===== src/tdp_pkg.sv =====
// Shared types for the trial-division prime tester.
// Holds the sequencer state encoding and the remainder unit status bundle.
// No dependencies.
package tdp_pkg;

  typedef enum logic [3:0] {
    S_IDLE = 4'b0001,
    S_TEST = 4'b0010,
    S_DIV  = 4'b0100,
    S_DONE = 4'b1000
  } tdp_state_t;

  typedef struct packed {
    logic busy;
    logic done;
  } tdp_rem_status_t;

  localparam int unsigned FIRST_DIVISOR = 2;

endpackage


===== src/tdp_rem.sv =====
// Bit-serial restoring remainder unit, one dividend bit per cycle.
// Depends on tdp_pkg for the status bundle.
module tdp_rem #(
  parameter int DIVIDEND_BITS = 20,
  parameter int DIVISOR_BITS  = 11
) (
  input  logic                          clk,
  input  logic                          rst_n,
  input  logic                          start,
  input  logic [DIVIDEND_BITS-1:0]      dividend,
  input  logic [DIVISOR_BITS-1:0]       divisor,
  output logic [DIVISOR_BITS-1:0]       remainder,
  output tdp_pkg::tdp_rem_status_t      status
);
  import tdp_pkg::*;

  localparam int CNT_W = $clog2(DIVIDEND_BITS + 1);

  logic [DIVIDEND_BITS-1:0] shift_r, shift_nxt;
  logic [DIVISOR_BITS-1:0]  rem_r, rem_nxt;
  logic [DIVISOR_BITS-1:0]  div_r, div_nxt;
  logic [CNT_W-1:0]         cnt_r, cnt_nxt;
  logic                     busy_r, busy_nxt;
  logic                     done_r, done_nxt;
  logic [DIVISOR_BITS:0]    trial;
  logic [DIVISOR_BITS:0]    diff;

  assign trial = {rem_r, shift_r[DIVIDEND_BITS-1]};
  assign diff  = trial - {1'b0, div_r};

  always_comb begin
    shift_nxt = shift_r;
    rem_nxt   = rem_r;
    div_nxt   = div_r;
    cnt_nxt   = cnt_r;
    busy_nxt  = busy_r;
    done_nxt  = 1'b0;
    if (start) begin
      shift_nxt = dividend;
      rem_nxt   = '0;
      div_nxt   = divisor;
      cnt_nxt   = CNT_W'(DIVIDEND_BITS);
      busy_nxt  = 1'b1;
    end else if (busy_r) begin
      shift_nxt = shift_r << 1;
      if (trial >= {1'b0, div_r}) begin
        rem_nxt = diff[DIVISOR_BITS-1:0];
      end else begin
        rem_nxt = trial[DIVISOR_BITS-1:0];
      end
      cnt_nxt = cnt_r - 1'b1;
      if (cnt_r == CNT_W'(1)) begin
        busy_nxt = 1'b0;
        done_nxt = 1'b1;
      end
    end
  end

  always_ff @(posedge clk) begin
    shift_r <= shift_nxt;
    rem_r   <= rem_nxt;
    div_r   <= div_nxt;
    cnt_r   <= cnt_nxt;
    if (!rst_n) begin
      busy_r <= 1'b0;
      done_r <= 1'b0;
    end else begin
      busy_r <= busy_nxt;
      done_r <= done_nxt;
    end
  end

  assign remainder   = rem_r;
  assign status.busy = busy_r;
  assign status.done = done_r;

endmodule


===== config.mk =====
export PLATFORM = sky130hd
export DESIGN_NAME = tdp_rem
export DESIGN_NICKNAME = d
export VERILOG_FILES = /design/src/tdp_pkg.sv /design/src/tdp_rem.sv
export SDC_FILE = /design/constraint.sdc
export NUM_CORES = 1
export LEC_CHECK = 0
export ABC_AREA = 0
export BUFFER_PORTS_ARGS = -buffer_cell sky130_fd_sc_hd__buf_2
export CORE_MARGIN = 2
export CORE_UTILIZATION = 60
export DETAILED_ROUTE_END_ITERATION = 16
export GPL_TIMING_DRIVEN = 0
export PLACE_DENSITY = 0.93
export SLEW_MARGIN = 10
export SYNTH_ARGS = -nofsm -noshare
export SYNTH_HDL_FRONTEND = slang
export SYNTH_SLANG_ARGS = --single-unit

===== constraint.sdc =====
create_clock -name clk -period 6.8 [get_ports clk]
set_clock_uncertainty 0.15 [all_clocks]
set_input_delay 0 -clock clk [delete_from_list [all_inputs] [get_ports clk]]
set_output_delay 0 -clock clk [all_outputs]
set_load 0.01 [all_outputs]

Word level (Yosys, flattened, before mapping)
Index checks and enable logic that the tools add are counted.
- bitwise operators: 2
- $add $sub $neg: 2
- magnitude comparators: 1
- multiplexer cells: 7
- reductions and logical operators: 2
- equality and inequality tests: 1
- operators by type and width (operator ; count):
    two-way mux 20 bit ; 2
    greater-or-equal comparator 12 x 11 -> 1 bit ; 1
    two-way mux 11 bit ; 1
    subtractor 11 bit ; 1
    equality test 5 x 1 -> 1 bit, second input constant ; 1
    subtractor 5 x 1 -> 5 bit, second input constant ; 1
    two-way mux 1 bit ; 4
    OR reduction 3 bit ; 1
    inverter 1 bit ; 2
    nonzero test 2 bit ; 1
- output and inout bits: 13
- register bits after elaboration: 49
- input port bits: 34

Logic depth before layout (Yosys ltp)
- word-level depth: 4
- depth in mapped cells: 10
- depth with buffers taken out: 9

Worst setup path before layout
Ideal clock, no wire load.
- path type: flip-flop to flip-flop
- start: register shift_r[19]
- end: register rem_r[1] (netlist: remainder[1])
- cell stages (with the launch flop): 10
- library setup time: 0.082 ns
- setup slack: 4.533 ns
- arrival: 2.034 ns
- path through: edfxtp_1 > inv_1 > ha_1 > fa_1 > nand2b_1 > a21oi_1 > o211a_1 > o2111a_2 > or4_1 > o221ai_1
- cells in the longest elaborated chain, start to end: 2
- elaborated cells on any way between the ends: 3
- RTL lines (element ; RTL line ; source):
    start, declared ; tdp_rem.sv:19 ; logic [DIVIDEND_BITS-1:0] shift_r, shift_nxt;
    start signal, assigned ; tdp_rem.sv:60 ; shift_r <= shift_nxt;
    subtractor 11 bit / greater-or-equal comparator 12 x 11 -> 1 bit (equally long branches) ; tdp_rem.sv:29, tdp_rem.sv:46 ;
    two-way mux 11 bit (*) ; tdp_rem.sv:46 ; if (trial >= {1'b0, div_r}) begin
    end signal, assigned ; tdp_rem.sv:61 ; rem_r <= rem_nxt;
    end, declared ; tdp_rem.sv:20 ; logic [DIVISOR_BITS-1:0] rem_r, rem_nxt;
Every way passes the cells marked *; elsewhere a longest branch is shown, timed or not.
A chain may end at the register's enable or synchronous reset.

Final worst setup path
- start: register shift_r[19]
- end: register rem_r[5] (netlist: remainder[5])
Same word-level chain as after synthesis.

==> summary.txt <==
Worst setup EP type: flop
worst relative slew slack: 63.4%
Hold Startpoint: divisor[0]
routing usage on met1: 35.5%
Setup crit end: remainder[5]
predominant post-synthesis flop cell: edfxtp_1
Ys Warns: 0
Reg2Reg Setup Slack: 4130 ps
cell family with the largest share of critical-path delay: compound AO/OA/AOI/OAI gates
post-layout worst setup margin: 4130 ps
Post-DRT Antenna Nets: 0
Post-DP Area: 0.00290 mm^2
DPL Wire Length: 3950 um
Die W: 69.9 um
post-synthesis register bit count: 49
CTS H-tree lvls: 2
Synth area leaders: edfxtp_1 (36%), dfxtp_1 (14%), mux2_2 (8.2%)
crit-path cells: inv_1 -> ha_1 -> fa_1 -> nand2b_1 -> a21oi_1 -> o211a_1 -> o2111a_2 -> nor4_1 -> a2111oi_2
Crit path depth: 9
GRT Util Overall: 29.4%
Mapped Area: 0.00260 mm^2
CTS Sinks: 49
Post-Syn Nets: 285
PD cells: 224 mW/mm^2
clk slew on worst S/H paths: 100 ps
Final min period: 2670 ps
vias in the first global route: 2340
critical path's slowest cell: fa_1
initial antenna violation count: 1
Post-synth EDFFs: 31
met2 Use GR: 49.5%
Starting Density: 63.7%
Peak Freq: 0.375 GHz
Leak: 0.00138 uW
max cap viols: 0
DRC: 0
Worst Hold Class: input port to flop
largest net degree at the start of global routing: 22
Tot Pwr: 744 uW
met3 global-route usage: 6.93%
status: complete, no violations
Netlist cell types: 53
TritonCTS clock tree: done
# rows: 23
CP peak stage delay: 400 ps
# Post-CTS Setup Buffers: 0
GRT overflow: 0
Syn Area/Cell: 11.0 um^2
element type at the critical path start: flop
later-pin clock latency in the skew report: 320 ps
wire per inst: 18.4 um
RR Startpoint: shift_r[19]
fin area: 0.00332 mm^2
GPL Wtd Cong: 0.832
Pre-antenna DRT Iters: 5
drt total wl: 6900 um
starting DRC count in detailed routing: 249
peak supply drop: 213 uV
global routing's busiest layer: met2
TNS Setup: 0 ps
final hold violations: 0
fin nets: 371
Area growth, synth to finish: 27.5%
Syn Inst Count: 237
FFs w/ async S/R, synth: 0%
I/O pin count: 47
Num CTS Buffers: 5
final core occ: 81.2%
RSZ-0062 raised after global routing: no
crit path max fanout: 8
vias: 2323
Buffers on Ports: 46
first-pass GRT wire length: 11200 um
Longest Clk Path Bufs: 2
Final Max Slew Viols: 0
Critical path origin: shift_r[19]
pre-CTS setup slack: 4220 ps
Setup-failing EPs final: 0
chip height: 69.9 um
worst slew pin tran: 548 ps
DR vias/cell: 6.19
Tcrit/Tclk final: 39.3%
post-synthesis sequential area ratio: 49.6%
critical path required time: 6840 ps
core area: 0.00409 mm^2
reg2reg path depth: 9
post-synth top area cell: edfxtp_1
share of layout cells above drive strength 1: 25.6%
Crit Path Category: flop to flop
r2r endpoint: remainder[5]
CTS root buffer: clkbuf_8
post-synth top area share: 35.8%
die area: 0.00488 mm^2
Buf/Inv on CP: 1
crit path DAT: 2710 ps
[cell families (layout without fill, tap and decap cells)]
| group | after synthesis | in the layout | share of synthesized area (%) |
|---|---|---|---|
| XOR/XNOR | 8 | 8 | 2.69 |
| other | 0 | 1 | 0 |
| AND/OR/NAND/NOR | 60 | 60 | 11.9 |
| flip-flops | 49 | 49 | 49.6 |
| multiplexers | 20 | 20 | 8.61 |
| adder cells (fa/ha/maj) | 14 | 14 | 7.02 |
| buffers and inverters | 30 | 117 | 4.90 |
| AO/OA/AOI/OAI | 56 | 56 | 15.2 |
[how the worst min path moves through the flow]
stage / to / cells after the start
final: div_r[0] / 2
after global routing: div_r[3] / 2
after CTS: div_r[7] / 2
after detailed placement: div_r[2] / 1
after global placement: div_r[6] / 1
after floorplan: div_r[0] / 0
[layer usage]
metal  wire length, um  vias to the layer above
met5                 0                        -
met4               401                        0
met3               573                       42
met2              3390                      144
met1              2530                     1075
li1                  -                     1062
[sequential cells by signal, indices dropped and copies added (netlist names)]
| register | cells |
|---|---|
| shift_r | 20 |
| div_r | 11 |
| remainder | 11 |
| cnt_r | 5 |
| busy_r | 1 |
| done_r | 1 |
[cell type report]
| class | count | area (um^2) |
|---|---|---|
| inverter | 17 | 63.8 |
| timing repair buffer | 79 | 561 |
| fill | 213 | 768 |
| buffer | 13 | 63.8 |
| antenna | 1 | 2.50 |
| sequential | 49 | 1290 |
| tap | 50 | 62.6 |
| clock buffer | 5 | 68.8 |
| clock inverter | 3 | 21.3 |
| multi-input combinational | 158 | 1180 |
[layout by cell type, fill, tap and decap left out, drive strengths merged, types with 11 or more instances in the layout]
| cell type | count |
|---|---|
| o21ai | 13 |
| mux2 | 19 |
| dlygate4sd3 | 33 |
| inv | 18 |
| buf | 56 |
| nor2 | 20 |
| edfxtp | 31 |
| dfxtp | 18 |
| a21oi | 11 |
| ha | 13 |
[cells in the mapped netlist (4+ instances only)]
master and instances:
nand2_1 8, xnor2_1 6, ha_1 13, a311oi_1 7, o21a_1 4, nor2_1 19
dfxtp_1 18, edfxtp_1 31, nand3_1 7, nor2b_1 4, inv_1 17, nand2b_1 4
o21ai_0 12, buf_1 4, mux2_2 19, a21oi_1 11
[stage by stage]
step	cells	hold slack [ps]
4_1_cts	374	243
5_1_grt	375	241
6_report	375	239
2_1_floorplan	237	-51.1
3_5_place_dp	333	28.4
3_3_place_gp	333	26.2
[repair_timing]
action                                  in CTS  in global routing
hold buffers                                33                  0
resized for setup                            0                  0
endpoints found under the hold margin       44                  0
endpoints found under the setup margin       0                  0
[power breakdown]
part	leakage (uW)	internal, uW	switching, uW
logic	0.000878	86.9	104
registers	0.000458	347	18.1
clock network	0.0000445	73.4	114
total	0.00138	508	237
No activity file was read; power rests on OpenSTA's default activity.
